===== src/hdl/ltde_pkg.sv =====
// Shared types and constants of the line table delta encoder.
// No dependencies; imported by ltde_special and the top level.
`default_nettype none

package ltde_pkg;

	localparam int DELTA_W = 32;
	localparam int BYTE_W  = 8;
	localparam int DIGIT_W = 7;
	localparam int CFG_IDX_W = 2;

	// configuration register indexes
	localparam logic [CFG_IDX_W-1:0] CFG_WIN_LO   = 2'd0;
	localparam logic [CFG_IDX_W-1:0] CFG_WIN_LEN  = 2'd1;
	localparam logic [CFG_IDX_W-1:0] CFG_OP_FIRST = 2'd2;

	// register reset values
	localparam logic [BYTE_W-1:0] WIN_LO_RST   = 8'hFF;
	localparam logic [BYTE_W-1:0] WIN_LEN_RST  = 8'd4;
	localparam logic [BYTE_W-1:0] OP_FIRST_RST = 8'd5;

	// standard opcodes
	localparam logic [BYTE_W-1:0] OP_COPY       = 8'h01;
	localparam logic [BYTE_W-1:0] OP_ADVANCE_PC = 8'h02;
	localparam logic [BYTE_W-1:0] OP_ADVANCE_LN = 8'h03;

	typedef enum logic [2:0] {
		ST_IDLE,
		ST_CHECK,
		ST_SPECIAL,
		ST_PC_OP,
		ST_PC_LEB,
		ST_LN_OP,
		ST_LN_LEB,
		ST_COPY
	} state_t;

	// verdict of the special opcode check
	typedef struct packed {
		logic              valid;
		logic              hit;
		logic [BYTE_W-1:0] opcode;
	} spec_res_t;

endpackage

`default_nettype wire


===== src/hdl/ltde_special.sv =====
// Two-stage special opcode check of the line table delta encoder.
// Depends on ltde_pkg.
`default_nettype none

module ltde_special
	import ltde_pkg::*;
(
	input  wire logic               clk,
	input  wire logic               arst_n,
	input  wire logic               start,
	input  wire logic [DELTA_W-1:0] address_delta,
	input  wire logic [DELTA_W-1:0] line_delta,
	input  wire logic [BYTE_W-1:0]  win_lo,
	input  wire logic [BYTE_W-1:0]  win_len,
	input  wire logic [BYTE_W-1:0]  op_first,
	output spec_res_t               res
);

	logic                valid_s1;
	logic [DELTA_W:0]    diff_s1;
	logic                ad_ok_s1;
	logic [2*BYTE_W-1:0] prod_s1;

	logic                valid_s2;
	logic                hit_s2;
	logic [BYTE_W-1:0]   opcode_s2;

	logic [2*BYTE_W:0]   sum;
	logic                in_win;

	// A special opcode needs 0 <= address_delta <= 255, so an 8x8 product suffices.
	always_ff @(posedge clk or negedge arst_n) begin
		if (!arst_n) begin
			valid_s1 <= 1'b0;
		end else begin
			valid_s1 <= start;
		end
	end

	always_ff @(posedge clk) begin
		if (start) begin
			diff_s1  <= {line_delta[DELTA_W-1], line_delta}
				- {{(DELTA_W+1-BYTE_W){win_lo[BYTE_W-1]}}, win_lo};
			ad_ok_s1 <= (address_delta[DELTA_W-1:BYTE_W] == '0);
			prod_s1  <= (2*BYTE_W)'(win_len) * (2*BYTE_W)'(address_delta[BYTE_W-1:0]);
		end
	end

	assign in_win = (diff_s1[DELTA_W:BYTE_W] == '0) && (diff_s1[BYTE_W-1:0] < win_len);
	assign sum    = (2*BYTE_W+1)'(op_first) + (2*BYTE_W+1)'(diff_s1[BYTE_W-1:0])
		+ (2*BYTE_W+1)'(prod_s1);

	always_ff @(posedge clk or negedge arst_n) begin
		if (!arst_n) begin
			valid_s2 <= 1'b0;
		end else begin
			valid_s2 <= valid_s1;
		end
	end

	// All terms are non-negative, so the lower bound at op_first always holds.
	always_ff @(posedge clk) begin
		if (valid_s1) begin
			hit_s2    <= in_win && ad_ok_s1 && (sum[2*BYTE_W:BYTE_W] == '0);
			opcode_s2 <= sum[BYTE_W-1:0];
		end
	end

	assign res = '{valid: valid_s2, hit: hit_s2, opcode: opcode_s2};

endmodule

`default_nettype wire


===== src/hdl/line_table_delta_encoder.sv =====
// Top level of the line table delta encoder: config registers, byte sequencer, output register.
// Depends on ltde_pkg and ltde_special.
//
//  channel  | direction | handshake                  | word
//  ---------+-----------+----------------------------+--------------------------------------
//  s_axis   | in        | s_axis_tvalid/s_axis_tready | address_delta, line_delta (64 bits)
//  m_axis   | out       | m_axis_tvalid/m_axis_tready | out_byte in tdata, last in tlast
//  cfg      | in        | cfg_valid/cfg_ready         | cfg_index selects, cfg_data is value
//
// The special opcode check decides between the special opcode and the long form; then the
// sequencer emits one byte per cycle while m_axis is not stalled, 1 to 13 bytes per item.
// The byte sequencer is the limit: it shifts the signed LEB128 values out one 7-bit group
// per cycle unless m_axis stalls, and takes a new item only when back in idle.
// The output register holds the last byte of an item while the next item is accepted.
// A stalled m_axis freezes the sequencer; no byte is lost or repeated.
// Reset clears the registers to window low -1, window length 4, first special opcode 5 and
// empties the output; cfg_ready is always high.
`default_nettype none

module line_table_delta_encoder
	import ltde_pkg::*;
(
	input  wire logic                   clk,
	input  wire logic                   arst_n,
	// input word
	input  wire logic                   s_axis_tvalid,
	output logic                        s_axis_tready,
	input  wire logic [2*DELTA_W-1:0]   s_axis_tdata,   // [31:0] address_delta, [63:32] line_delta
	// output word
	output logic                        m_axis_tvalid,
	input  wire logic                   m_axis_tready,
	output logic [BYTE_W-1:0]           m_axis_tdata,   // [7:0] out_byte
	output logic                        m_axis_tlast,   // last
	// configuration writes
	input  wire logic                   cfg_valid,
	output logic                        cfg_ready,
	input  wire logic [CFG_IDX_W-1:0]   cfg_index,
	input  wire logic [BYTE_W-1:0]      cfg_data
);

	logic [BYTE_W-1:0]  win_lo_q;
	logic [BYTE_W-1:0]  win_len_q;
	logic [BYTE_W-1:0]  op_first_q;

	state_t             state_q;
	state_t             state_d;

	logic [DELTA_W-1:0] ad_q;
	logic [DELTA_W-1:0] ld_q;
	logic [DELTA_W-1:0] val_q;

	logic               m_valid_q;
	logic [BYTE_W-1:0]  m_data_q;
	logic               m_last_q;

	logic               in_accept;
	logic               out_free;
	logic               leb_end;
	logic [BYTE_W-1:0]  leb_byte;
	spec_res_t          spec;

	logic               emit;
	logic [BYTE_W-1:0]  emit_byte;
	logic               emit_last;
	logic               load_ad;
	logic               load_ld;
	logic               shift;

	assign cfg_ready     = 1'b1;
	assign in_accept     = s_axis_tvalid && s_axis_tready;
	assign s_axis_tready = (state_q == ST_IDLE);
	// the sequencer may write the output register when it is empty or being drained
	assign out_free      = !m_valid_q || m_axis_tready;

	// config registers; writes to an index beyond the list drop
	always_ff @(posedge clk or negedge arst_n) begin
		if (!arst_n) begin
			win_lo_q   <= WIN_LO_RST;
			win_len_q  <= WIN_LEN_RST;
			op_first_q <= OP_FIRST_RST;
		end else if (cfg_valid && cfg_ready) begin
			unique case (cfg_index)
				CFG_WIN_LO:   win_lo_q   <= cfg_data;
				CFG_WIN_LEN:  win_len_q  <= cfg_data;
				CFG_OP_FIRST: op_first_q <= cfg_data;
				default: ;
			endcase
		end
	end

	ltde_special u_special (
		.clk           (clk),
		.arst_n        (arst_n),
		.start         (in_accept),
		.address_delta (s_axis_tdata[DELTA_W-1:0]),
		.line_delta    (s_axis_tdata[2*DELTA_W-1:DELTA_W]),
		.win_lo        (win_lo_q),
		.win_len       (win_len_q),
		.op_first      (op_first_q),
		.res           (spec)
	);

	// Signed LEB128, one 7-bit group per cycle while the output is free. The group is final when everything from
	// its sign bit up is all zeros or all ones; continuation bit set otherwise.
	assign leb_end  = (val_q[DELTA_W-1:DIGIT_W-1] == '0) || (val_q[DELTA_W-1:DIGIT_W-1] == '1);
	assign leb_byte = {~leb_end, val_q[DIGIT_W-1:0]};

	// next state
	always_comb begin
		state_d = state_q;
		unique case (state_q)
			ST_IDLE: begin
				if (in_accept) state_d = ST_CHECK;
			end
			ST_CHECK: begin
				if (spec.valid) begin
					if (spec.hit) state_d = ST_SPECIAL;
					else if (ad_q != '0) state_d = ST_PC_OP;
					else state_d = ST_LN_OP;
				end
			end
			ST_SPECIAL: begin
				if (out_free) state_d = ST_IDLE;
			end
			ST_PC_OP: begin
				if (out_free) state_d = ST_PC_LEB;
			end
			ST_PC_LEB: begin
				if (out_free && leb_end) state_d = ST_LN_OP;
			end
			ST_LN_OP: begin
				if (out_free) state_d = ST_LN_LEB;
			end
			ST_LN_LEB: begin
				if (out_free && leb_end) state_d = ST_COPY;
			end
			ST_COPY: begin
				if (out_free) state_d = ST_IDLE;
			end
			default: state_d = ST_IDLE;
		endcase
	end

	// sequencer outputs
	always_comb begin
		emit      = 1'b0;
		emit_byte = '0;
		emit_last = 1'b0;
		load_ad   = 1'b0;
		load_ld   = 1'b0;
		shift     = 1'b0;
		unique case (state_q)
			ST_SPECIAL: begin
				emit      = out_free;
				emit_byte = spec.opcode;
				emit_last = 1'b1;
			end
			ST_PC_OP: begin
				emit      = out_free;
				emit_byte = OP_ADVANCE_PC;
				load_ad   = out_free;
			end
			ST_PC_LEB, ST_LN_LEB: begin
				emit      = out_free;
				emit_byte = leb_byte;
				shift     = out_free;
			end
			ST_LN_OP: begin
				emit      = out_free;
				emit_byte = OP_ADVANCE_LN;
				load_ld   = out_free;
			end
			ST_COPY: begin
				emit      = out_free;
				emit_byte = OP_COPY;
				emit_last = 1'b1;
			end
			default: ;
		endcase
	end

	always_ff @(posedge clk or negedge arst_n) begin
		if (!arst_n) begin
			state_q <= ST_IDLE;
		end else begin
			state_q <= state_d;
		end
	end

	// hold the deltas for the long form; the shift register works on a copy
	always_ff @(posedge clk) begin
		if (in_accept) begin
			ad_q <= s_axis_tdata[DELTA_W-1:0];
			ld_q <= s_axis_tdata[2*DELTA_W-1:DELTA_W];
		end
		if (load_ad) begin
			val_q <= ad_q;
		end else if (load_ld) begin
			val_q <= ld_q;
		end else if (shift) begin
			// arithmetic shift right by one group
			val_q <= {{DIGIT_W{val_q[DELTA_W-1]}}, val_q[DELTA_W-1:DIGIT_W]};
		end
	end

	// output register
	always_ff @(posedge clk or negedge arst_n) begin
		if (!arst_n) begin
			m_valid_q <= 1'b0;
		end else if (emit) begin
			m_valid_q <= 1'b1;
		end else if (m_axis_tready) begin
			m_valid_q <= 1'b0;
		end
	end

	always_ff @(posedge clk) begin
		if (emit) begin
			m_data_q <= emit_byte;
			m_last_q <= emit_last;
		end
	end

	assign m_axis_tvalid = m_valid_q;
	assign m_axis_tdata  = m_data_q;
	assign m_axis_tlast  = m_last_q;

endmodule

`default_nettype wire


===== config.mk =====
export PLATFORM = sky130hd
export DESIGN_NAME = line_table_delta_encoder
export DESIGN_NICKNAME = d
export VERILOG_FILES = /design/src/hdl/ltde_pkg.sv /design/src/hdl/ltde_special.sv /design/src/hdl/line_table_delta_encoder.sv
export SDC_FILE = /design/constraint.sdc
export NUM_CORES = 1
export LEC_CHECK = 0
export ABC_AREA = 1
export BUFFER_PORTS_ARGS = -buffer_cell sky130_fd_sc_hd__buf_2
export CORE_ASPECT_RATIO = 0.7
export CORE_UTILIZATION = 65
export DETAILED_ROUTE_END_ITERATION = 8
export PLACE_DENSITY_LB_ADDON = 0.15
export SLEW_MARGIN = 20
export SYNTH_ARGS = -nofsm -noshare
export SYNTH_HDL_FRONTEND = slang
export SYNTH_SLANG_ARGS = --single-unit

===== constraint.sdc =====
create_clock -name clk -period 18.4 [get_ports clk]
set_input_delay 1.84 -clock clk [delete_from_list [all_inputs] [get_ports clk]]
set_output_delay 1.84 -clock clk [all_outputs]
set_load 0.02 [all_outputs]

==> results.txt, run 1 <==
----------------------------------------------------
[Critical path]
  Critical path launch point type ... primary input
  Worst setup path class ... in2reg
  Count of buffering cells on the critical path with inverters included ... 4
  Type of element capturing the critical path ... flop
  Startpoint of the lowest-slack register-to-register path ... win_len_q[2]$_DFFE_PN1P_
  Max Fanout on Critical Path ... 9
  Worst path arrival time ... 5.64 ns
  Endpoint of the worst register-to-register path ... u_special.prod_s1[13]$_DFFE_PP_
  Worst Path Required ... between 15 and 20 ns
  Critical path depth in cells ... 15
  Standard cell with the maximum stage delay on the critical path ... fa_1
  Cell-by-cell trace of the critical path ... buf_2, nand2_1, inv_1, fa_1, fa_1, fa_1, inv_1, fa_1, inv_1, ha_1, a21oi_1, o21ai_0, a21oi_1, o21ai_1, xor2_1
  Gate family responsible for the most delay along the worst path ... adder cells
  Crit-path max cell delay ... 0.55 ns
  Depth of the most critical reg-to-reg path ... 14
  Most frequent cell on the critical path ... fa_1
  Internal reg-to-reg setup slack ... 13.86 ns

[Global route]
  Maximum number of pins on one net before global-route repair ... 75
  Global-route wire length before repair ... 49,800 microns
  Vias in the first global route ... 9,621
  Grt ovf ... 0
  Overall global routing resource usage ... 0.329
  Number of antenna violations at the first check in global routing ... 0

[Clock tree]
  Count of hold buffers inserted by post-cts repair ... 0
  CTS tree ... built
  Clock sinks ... 194
  Root Driver ... clkbuf_16
  H-Tree Level Count ... 4
  Clk_lat worst skew ... 0.45 ns
  Buffers inserted by post-CTS timing repair ... 0
  Number of gates given a new drive strength after cts ... 0
  TritonCTS Buffers ... 17
  Clock Path Buffers ... 2
  Register clock-pin slew on the reported worst setup and hold paths ... about 0.070 ns

[Run status]
  Result of the run ... completed

[Layout]
  Layout Nets ... 1,742
  Antenna cells ... 0
  Share of cells above drive strength 1 ... 0.106
  Final-layout fill cell count ... 1,440
  Area added between synthesis and finish ... 9.67%
  Multi-input combinational cell area ... slightly above 6000 sq um
  Combined flip-flop and latch cell area ... 5690 sq um
  Final instance area ... 14,000 sq um
  Post-layout instance count excluding filler cells ... approximately 1,800

[Placement]
  Worst setup slack after placement ... ~13 ns
  Detailed-placement wirelength estimate ... 24,900 microns
  Number of cells in the design after placement ... around 1,800
  Post-place instance area ... 13,400 sq um
  Final GP Congestion ... between 0.9 and 1
  I/O Buffers ... between 80 and 90

[Die]
  Std-Cell Rows ... 42
  Starting density of the core ... 0.670
  Number of I/O pins ... 91
  Die extent in x ... ~170 microns
  Floorplan Core Area ... 19,100 sq um
  Floorplan die height ... 119 microns
  Full die area ... around 20,000 sq um

[Logic synthesis]
  Cell count after synthesis ... approximately 1,500
  Yosys Warn Count ... 0
  Portion of synthesized cell area occupied by the leading cell type ... 0.385
  Synth Net Count ... approximately 1,700
  Post-synth top flop ... edfxtp_1
  Count of distinct cell types in the synthesized netlist ... 45
  Seq/Total Area, Yosys ... 0.445
  Flop and latch count out of synthesis ... slightly below 200
  Leading post-synthesis cells by cell area ... edfxtp_1 (39%), nand2_1 (10%), ha_1 (9.0%)
  Mean Syn Cell Area ... ~8.8 sq um
  Proportion of register bits with asynchronous set or reset after synthesis ... 0.155
  Post-synth EDFFs ... between 150 and 200
  Combined area of all synthesized cells ... 12,800 sq um
  Synth area leader ... edfxtp_1

[Min path]
  Worst hold path class ... reg2reg
  Hold path endpoint ... win_lo_q[3]$_DFFE_PN1P_
  Cell count of the worst hold path ... 2
  Startpoint of the lowest-slack hold path ... win_lo_q[3]$_DFFE_PN1P_

[Timing]
  Final critical path time including I/O delays and setup ... 5.44 ns
  FMAX ... roughly 180 MHz
  Final cycle utilization of the critical path ... 0.296
  Setup repair after global routing missed its margin ... no
  Final count of hold timing violations ... 0
  Final slew viol count ... 0
  Post-route worst setup slack ... 12.96 ns
  Final setup viols ... 0
  Worst relative slew slack ... 0.376
  Total negative slack for setup checks ... 0 ns
  Transition time of the tightest slew-check pin ... 0.935 ns
  Worst Clk Skew ... roughly 0.012 ns
  Worst hold slack after final layout ... 0.494 ns

[Routing]
  DRC ... 0
  Drt wl/cell ... approximately 18 microns
  Number of DRC violations after detailed-routing iteration 0 ... 1,267
  Detailed-route vias per instance ... 5.70
  DRT antenna net count ... 0
  Routed vias ... just over 10,000
  Total routed wirelength ... 31,800 microns
  Number of search-and-repair iterations in the first detailed-routing pass ... 7

[Pwr]
  IR drop worst, VDD ... 0.0000786 V
  Pwr dens ... between 100 and 150 nW/um^2
  Lkg Pwr ... 6.67 nW

[Job]
  Maxcap violations ... 0

----------------------------------------------------
-- Yosys cell counts, drive strengths merged, types with 18 or more instances --
| library cell | instances |
|---|---|
| nand2 | 356 |
| inv | 233 |
| edfxtp | 164 |
| nor2 | 136 |
| a21oi | 124 |
| ha | 92 |
| o21ai | 69 |
| nand3 | 53 |
| fa | 39 |
| xor2 | 31 |
| dfrtp | 19 |
| clkbuf | 18 |
| nand4 | 18 |
-- worst register-to-register path: cells and delay by family, from the launching register on --
kind | cells | cell delay [ns]
simple gates | 1 | 0.10
fa+ha+maj | 5 | 2.41
flops | 1 | 0.67
buf+inv | 3 | 0.18
compound gates | 4 | 0.78
xor+xnor | 1 | 0.15
-- cells by family (layout without fill, tap and decap cells) --
family / Yosys count / after routing / synth area share
flops: 194 / 194 / 0.445
compound gates: 221 / 221 / 0.0966
other cells: 1 / 1 / 0.000293
simple gates: 599 / 599 / 0.194
fa+ha+maj: 131 / 131 / 0.151
buf+inv: 266 / 357 / 0.0835
xor+xnor: 42 / 42 / 0.0288
-- placed cells by master (no fill, tap or decap), types with 5 or more instances in the layout --
master / synthesis / final
dfrtp_1: 19 / 19
nand3_1: 52 / 52
o21a_1: 5 / 5
inv_1: 230 / 230
nor4_1: 17 / 17
xnor2_1: 11 / 11
nand2_1: 352 / 352
a21o_1: 5 / 5
o21ai_2: 6 / 6
nor2_1: 130 / 129
dfstp_2: 11 / 11
xor2_1: 31 / 31
ha_1: 92 / 92
o21ai_1: 5 / 5
a22o_1: 6 / 6
nand4_1: 18 / 18
o21ai_0: 58 / 58
fa_1: 39 / 39
nor3_1: 12 / 11
clkbuf_16: 0 / 17
inv_8: 0 / 5
buf_2: 5 / 89
edfxtp_1: 164 / 164
a21oi_1: 120 / 120
-- where the power goes --
| group | total [mW] | switching [mW] | internal, mW |
|---|---|---|---|
| Sequential | 0.761 | 0.0835 | 0.677 |
| Combinational | 0.887 | 0.584 | 0.303 |
| Clock | 0.394 | 0.186 | 0.208 |
| Total | 2.04 | 0.853 | 1.19 |
-- registers in the layout, summed over array words and instances (netlist names), 3 cells and up --
name and flops:
ad_q 32, val_q 32, state_q 3, u_special.prod_s1 16, m_axis_tdata 8, win_lo_q 8, u_special.diff_s1 33, u_special.opcode_s2 8
ld_q 32, op_first_q 8, win_len_q 8
-- layer usage --
layer,vias to the layer above,track usage,share of wire
met4,0,0.0687,0.013
met1,4804,0.507,0.46
met2,522,0.455,0.41
met3,40,0.101,0.12
li1,4951,-,-
met5,-,0,0
-- per-stage QoR --
step	power, mW	utilization
after CTS	2.02	0.734
after global placement	1.60	0.702
final	2.04	0.735
after floorplan	1.41	-
after detailed placement	1.63	0.702
after global routing	2.18	0.735
-- final cells by class --
cell class,count,share of cell area
Clock buffer,18,0.0306
Clock inverter,14,0.0133
Inverter,233,0.0626
Multi-Input combinational cell,994,0.431
Sequential cell,194,0.406
Tap cell,264,0.0236
Timing Repair Buffer,92,0.0334
-- worst max-delay path by stage --
stage / to / from
2_1_floorplan: u_special.valid_s1$_DFF_PN0_ / s_axis_tvalid
3_3_place_gp: u_special.prod_s1[12]$_DFFE_PP_ / s_axis_tdata[4]
3_5_place_dp: u_special.prod_s1[12]$_DFFE_PP_ / s_axis_tdata[4]
4_1_cts: u_special.prod_s1[12]$_DFFE_PP_ / s_axis_tdata[4]
5_1_grt: u_special.prod_s1[12]$_DFFE_PP_ / s_axis_tdata[4]
6_report: u_special.prod_s1[13]$_DFFE_PP_ / s_axis_tdata[7]
No activity file was read; power rests on OpenSTA's default activity.
==> run 2, diff against run 1 <==
--- a/config.mk
+++ b/config.mk
@@ -8,7 +8,7 @@
 export ABC_AREA = 1
 export BUFFER_PORTS_ARGS = -buffer_cell sky130_fd_sc_hd__buf_2
 export CORE_ASPECT_RATIO = 0.7
-export CORE_UTILIZATION = 65
+export CORE_UTILIZATION = 56
 export DETAILED_ROUTE_END_ITERATION = 8
 export PLACE_DENSITY_LB_ADDON = 0.15
 export SLEW_MARGIN = 20
==> constraint.sdc (replaced) <==
create_clock -name clk -period 4.9 [get_ports clk]
set_input_delay 0.49 -clock clk [delete_from_list [all_inputs] [get_ports clk]]
set_output_delay 0.49 -clock clk [all_outputs]
set_load 0.02 [all_outputs]
==> run 2 against run 1 <==
Routed wire length grew 0.80%. Sequential share of layout area shrank 0.23 points. Hold slack lost 0.40 ns. Combinational power grew to 3.8 times the previous value. Critical endpoint unchanged. Highest routed layer unchanged.
==> results.txt, run 2 (synthesis results as in run 1) <==
----------------------------------------------------
[Run status]
  Result of the run ... completed

[Routing]
  Number of search-and-repair iterations in the first detailed-routing pass ... 6
  Detailed-route vias per instance ... 5.49
  Total routed wirelength ... about 32,000 microns
  DRC ... 0
  DRT antenna net count ... 0
  Routed vias ... 10,156
  Drt wl/cell ... 17.3 microns
  Number of DRC violations after detailed-routing iteration 0 ... 1,232

[Timing]
  Worst Clk Skew ... 0.0147 ns
  Transition time of the tightest slew-check pin ... 0.886 ns
  Setup repair after global routing missed its margin ... no
  Final cycle utilization of the critical path ... 0.916
  Worst relative slew slack ... 0.408
  Worst hold slack after final layout ... 0.0990 ns
  FMAX ... around 220 MHz
  Total negative slack for setup checks ... 0 ns
  Final setup viols ... 0
  Final critical path time including I/O delays and setup ... about 4.5 ns
  Final slew viol count ... 0
  Final count of hold timing violations ... 0

[Global route]
  Overall global routing resource usage ... 0.287
  Maximum number of pins on one net before global-route repair ... between 100 and 150
  Number of antenna violations at the first check in global routing ... 0
  Grt ovf ... 0
  Global-route wire length before repair ... between 50,000 and 60,000 microns
  Vias in the first global route ... 9,465

[Layout]
  Area added between synthesis and finish ... 10.3%
  Reg with most FFs ... u_special.diff_s1
  Commonest non-fill, non-tap cell in the layout ... nand2_1
  Antenna cells ... 0
  Number of flip-flops in the largest register ... 33
  Leading cell types in the layout, fill and taps excluded ... nand2_1 (352), inv_1 (230), edfxtp_1 (164), nor2_1 (129), a21oi_1 (120)
  Share of cells above drive strength 1 ... 0.107
  Layout Nets ... 1,743

[Critical path]
  Critical path launch point type ... flop
  Worst setup path class ... reg2reg
  Gate family responsible for the most delay along the worst path ... adder cells
  Standard cell with the maximum stage delay on the critical path ... dfstp_2
  Cell-by-cell trace of the critical path ... nand2_1, inv_1, fa_1, fa_1, fa_1, inv_1, fa_1, inv_1, ha_1, a21oi_1, o21ai_0, a21oi_1, o21ai_1, xor2_1
  Worst path arrival time ... 4.68 ns
  Type of element capturing the critical path ... flop
  Most frequent cell on the critical path ... fa_1
  Max Fanout on Critical Path ... 10
  Worst Path Required ... 5.09 ns
  Count of buffering cells on the critical path with inverters included ... 3
  Crit-path max cell delay ... 0.65 ns

[Clock tree]
  Number of gates given a new drive strength after cts ... 0
  H-Tree Level Count ... 4
  Register clock-pin slew on the reported worst setup and hold paths ... 0.08 ns
  Clock Path Buffers ... 2
  TritonCTS Buffers ... 17
  Clk_lat worst skew ... 0.45 ns
  CTS tree ... built
  Buffers inserted by post-CTS timing repair ... 0
  Count of hold buffers inserted by post-cts repair ... 0
  Clock sinks ... roughly 190
  Root Driver ... clkbuf_16

[Die]
  Floorplan Core Area ... approximately 22,000 sq um
  Die extent in x ... 183 microns
  Full die area ... 23,400 sq um
  Number of I/O pins ... 91
  Std-Cell Rows ... 45
  Starting density of the core ... 0.581
  Floorplan die height ... ~130 microns

[Pwr]
  IR drop worst, VDD ... 0.000444 V
  Pwr dens ... 542 nW/um^2
  Total Power ... 7.65 mW
  Lkg Pwr ... ~6.7 nW

[Placement]
  Detailed-placement wirelength estimate ... 25,500 microns
  I/O Buffers ... 89
  Final GP Congestion ... 0.970

[Min path]
  Worst hold path class ... in2async

[Job]
  Maxcap violations ... 0

----------------------------------------------------
run 2: cell count changes in the layout (fill, tap and decap cells not counted):
cell,delta
nor3_4,+1
clkinv_4,+3
buf_12,+1
nor3_2,-1
inv_8,-3
clkinv_2,+1
inv_12,+1
clkinvlp_4,-1
bufinv_16,-1
clkinv_8,+3
clkbuf_1,-1
inv_6,-2
run 2: layer usage:
| metal | up-vias | track usage | wire [microns] | share of wire |
|---|---|---|---|---|
| met3 | 27 | 0.0668 | 3210 | 0.10 |
| met1 | 4783 | 0.456 | 15700 | 0.49 |
| li1 | 4939 | - | - | - |
| met2 | 407 | 0.396 | 12800 | 0.40 |
| met5 | - | 0 | 0 | 0 |
| met4 | 0 | 0.0573 | 337 | 0.011 |
run 2: worst paths after layout:
path / from / to / slack [ns] / depth (start not counted)
setup / recovery: win_len_q[2]$_DFFE_PN1P_ / u_special.prod_s1[13]$_DFFE_PP_ / 0.41 / 14
max in group asynchronous: arst_n / win_len_q[5]$_DFFE_PN0P_ / 4.29 / 1
min in group clk: s_axis_tdata[30] / ad_q[30]$_DFFE_PP_ / 0.23 / 1
setup reg to reg: win_len_q[2]$_DFFE_PN1P_ / u_special.prod_s1[13]$_DFFE_PP_ / 0.41 / 14
hold / removal: arst_n / state_q[2]$_DFFE_PN0P_ / 0.1 / 1
hold reg to reg: win_lo_q[2]$_DFFE_PN1P_ / win_lo_q[2]$_DFFE_PN1P_ / 0.50 / 2
run 2: metrics by stage:
stage	std cells	setup slack [ns]	area, sq um	util
2_1_floorplan	1454	0.569	12800	-
3_3_place_gp	1819	0.453	13500	0.612
3_5_place_dp	1819	0.377	13500	0.612
4_1_cts	1851	0.460	14100	0.640
5_1_grt	1851	0.201	14100	0.640
6_report	1851	0.413	14100	0.640
run 2: final cells by class:
class                      count  area, sq um
clock buffer                  17          425
inverter                     233          877
clock inverter                15          194
tap                          305          382
multi-input combinational    994         6040
sequential                   194         5690
fill                        1865         7920
timing repair buffer          93          488
run 2: report_power, final:
group          leakage (nW)  internal [mW]  switching (mW)
clock network         0.300          0.737           0.700
logic                  4.50           1.15            2.21
registers              1.88           2.54           0.309
total                  6.68           4.43            3.22
run 2: worst register-to-register path, stage by stage, from the launching register on:
cell and delay, ns:
dfstp_2 0.65, nand2_1 0.08, inv_1 0.07, fa_1 0.45
fa_1 0.54, fa_1 0.55, inv_1 0.05, fa_1 0.53
inv_1 0.04, ha_1 0.36, a21oi_1 0.17, o21ai_0 0.09
a21oi_1 0.37, o21ai_1 0.12, xor2_1 0.16
==> run 3, diff against run 2 <==
--- a/config.mk
+++ b/config.mk
@@ -7,8 +7,10 @@
 export LEC_CHECK = 0
 export ABC_AREA = 1
 export BUFFER_PORTS_ARGS = -buffer_cell sky130_fd_sc_hd__buf_2
+export CELL_PAD_IN_SITES_DETAIL_PLACEMENT = 0
+export CELL_PAD_IN_SITES_GLOBAL_PLACEMENT = 1
 export CORE_ASPECT_RATIO = 0.7
-export CORE_UTILIZATION = 56
+export CORE_UTILIZATION = 43
 export DETAILED_ROUTE_END_ITERATION = 8
 export PLACE_DENSITY_LB_ADDON = 0.15
 export SLEW_MARGIN = 20
==> run 3 against run 2 <==
Clock power up 3%. Global-route usage down 5.4 points. Core utilization down 15 points. Count of clock-buffer cells in the layout up 4. Clock skew down 0.0029 ns. Sequential share of layout area down 0.27 points. Die area up 30%. Sequential power about the same. Routed wire length up 5.6%. Critical path type unchanged. Largest cell class unchanged.
==> results.txt, run 3 (synthesis results as in run 1) <==
----------------------------------------------------
[Global route]
  Maximum number of pins on one net before global-route repair ... 116
  Grt ovf ... 0
  Overall global routing resource usage ... 0.233
  Number of antenna violations at the first check in global routing ... 0
  Global-route wire length before repair ... 53,400 microns
  Vias in the first global route ... 9,235

[Routing]
  Number of DRC violations after detailed-routing iteration 0 ... 872
  Detailed-route vias per instance ... between 5 and 6
  Drt wl/cell ... 17.6 microns
  Total routed wirelength ... roughly 34,000 microns
  Routed vias ... 9,869
  Number of search-and-repair iterations in the first detailed-routing pass ... 5
  DRC ... 0
  DRT antenna net count ... 0

[Min path]
  Worst hold path class ... in2async

[Timing]
  Transition time of the tightest slew-check pin ... 0.929 ns
  Final critical path time including I/O delays and setup ... 4.46 ns
  Final slew viol count ... 0
  Total negative slack for setup checks ... 0 ns
  FMAX ... 224 MHz
  Final cycle utilization of the critical path ... 0.910
  Final count of hold timing violations ... 0
  Worst relative slew slack ... 0.380
  Setup repair after global routing missed its margin ... no
  Worst Clk Skew ... 0.0117 ns
  Final setup viols ... 0

[Critical path]
  Depth of the most critical reg-to-reg path ... 14
  Crit-path max cell delay ... 0.66 ns
  Worst setup path class ... reg2reg
  Gate family responsible for the most delay along the worst path ... adder cells
  Startpoint of the lowest-slack register-to-register path ... win_len_q[2]$_DFFE_PN1P_
  Critical Path Start ... win_len_q[2]$_DFFE_PN1P_
  Worst setup path endpoint ... u_special.prod_s1[15]$_DFFE_PP_
  Critical path depth in cells ... 14
  Cell-by-cell trace of the critical path ... nand2_1, inv_1, fa_1, fa_1, fa_1, inv_1, fa_1, inv_1, ha_1, a21oi_1, o21ai_0, a21oi_1, o21ai_1, xor2_1
  Internal reg-to-reg setup slack ... 0.44 ns
  Worst path arrival time ... 4.66 ns
  Max Fanout on Critical Path ... 10
  Worst Path Required ... 5.10 ns
  Most frequent cell on the critical path ... fa_1
  Count of buffering cells on the critical path with inverters included ... 3
  Type of element capturing the critical path ... flop
  Endpoint of the worst register-to-register path ... u_special.prod_s1[15]$_DFFE_PP_
  Standard cell with the maximum stage delay on the critical path ... dfstp_2
  Critical path launch point type ... flop

[Layout]
  Layout Nets ... 1,745
  Leading cell types in the layout, fill and taps excluded ... nand2_1 (352), inv_1 (230), edfxtp_1 (164), nor2_1 (129), a21oi_1 (120)
  Multi-input combinational cell area ... about 6000 sq um
  Commonest non-fill, non-tap cell in the layout ... nand2_1
  Antenna cells ... 0
  Share of cells above drive strength 1 ... 0.106
  Area added between synthesis and finish ... 11.1%
  Number of flip-flops in the largest register ... 33
  Reg with most FFs ... u_special.diff_s1
  Combined flip-flop and latch cell area ... roughly 5700 sq um
  Final-layout fill cell count ... 2,817

[Die]
  Die extent in x ... 208 microns
  Number of I/O pins ... 91
  Floorplan die height ... 146 microns
  Starting density of the core ... 0.439
  Std-Cell Rows ... 52
  Full die area ... 30,400 sq um
  Floorplan Core Area ... roughly 29,000 sq um

[Pwr]
  IR drop worst, VDD ... 0.000417 V
  Lkg Pwr ... 6.69 nW
  Pwr dens ... 541 nW/um^2
  Total Power ... approximately 7.7 mW

[Clock tree]
  H-Tree Level Count ... 4
  Clk_lat worst skew ... roughly 0.46 ns
  Root Driver ... clkbuf_16
  TritonCTS Buffers ... 17
  Register clock-pin slew on the reported worst setup and hold paths ... 0.07 ns
  Count of hold buffers inserted by post-cts repair ... 0
  CTS tree ... built
  Number of gates given a new drive strength after cts ... 0
  Clock Path Buffers ... 2
  Buffers inserted by post-CTS timing repair ... 0
  Clock sinks ... about 190

[Placement]
  I/O Buffers ... 89
  Detailed-placement wirelength estimate ... ~27,000 microns
  Final GP Congestion ... 0.898

[Run status]
  Result of the run ... completed

[Job]
  Maxcap violations ... 0

----------------------------------------------------
==> run 3: power by group <==
group | switching [mW] | leakage, nW | internal [mW]
logic | 2.20 | 4.51 | 1.15
registers | 0.302 | 1.88 | 2.54
clock network | 0.671 | 0.297 | 0.822
==> run 3: how the worst min path moves through the flow <==
stage,cells after the start,end,slack [ns]
after floorplan,0,m_axis_tvalid$_DFFE_PN0P_,0.19
after global placement,2,win_lo_q[2]$_DFFE_PN1P_,0.48
after detailed placement,2,win_lo_q[7]$_DFFE_PN1P_,0.48
after CTS,1,m_axis_tvalid$_DFFE_PN0P_,0.11
after global routing,1,state_q[1]$_DFFE_PN0P_,0.14
final,1,m_axis_tvalid$_DFFE_PN0P_,0.11
==> run 3: stage by stage <==
step / util / setup WS [ns] / cells / hold WS [ns] / instance area (sq um)
after floorplan: - / 0.569 / 1454 / 0.194 / 12800
after global placement: 0.467 / 0.450 / 1894 / 0.481 / 13600
after detailed placement: 0.467 / 0.383 / 1894 / 0.485 / 13600
after CTS: 0.488 / 0.440 / 1926 / 0.112 / 14200
after global routing: 0.488 / 0.130 / 1926 / 0.145 / 14200
final: 0.488 / 0.442 / 1926 / 0.114 / 14200
==> run 3: cell type report <==
class | instances | share of cell area
Inverter | 233 | 0.0618
Clock inverter | 11 | 0.0122
Clock buffer | 21 | 0.0310
Sequential cell | 194 | 0.401
Tap cell | 378 | 0.0333
Timing Repair Buffer | 95 | 0.0354
Multi-Input combinational cell | 994 | 0.425
==> run 3: metal layers <==
metal  global-route usage  vias to the layer above  wire, microns
met3               0.0437                       16           2180
met4               0.0489                        0            235
met5                    0                        -              0
li1                     -                     4938              -
met1                0.390                     4653          18700
met2                0.301                      262          12800
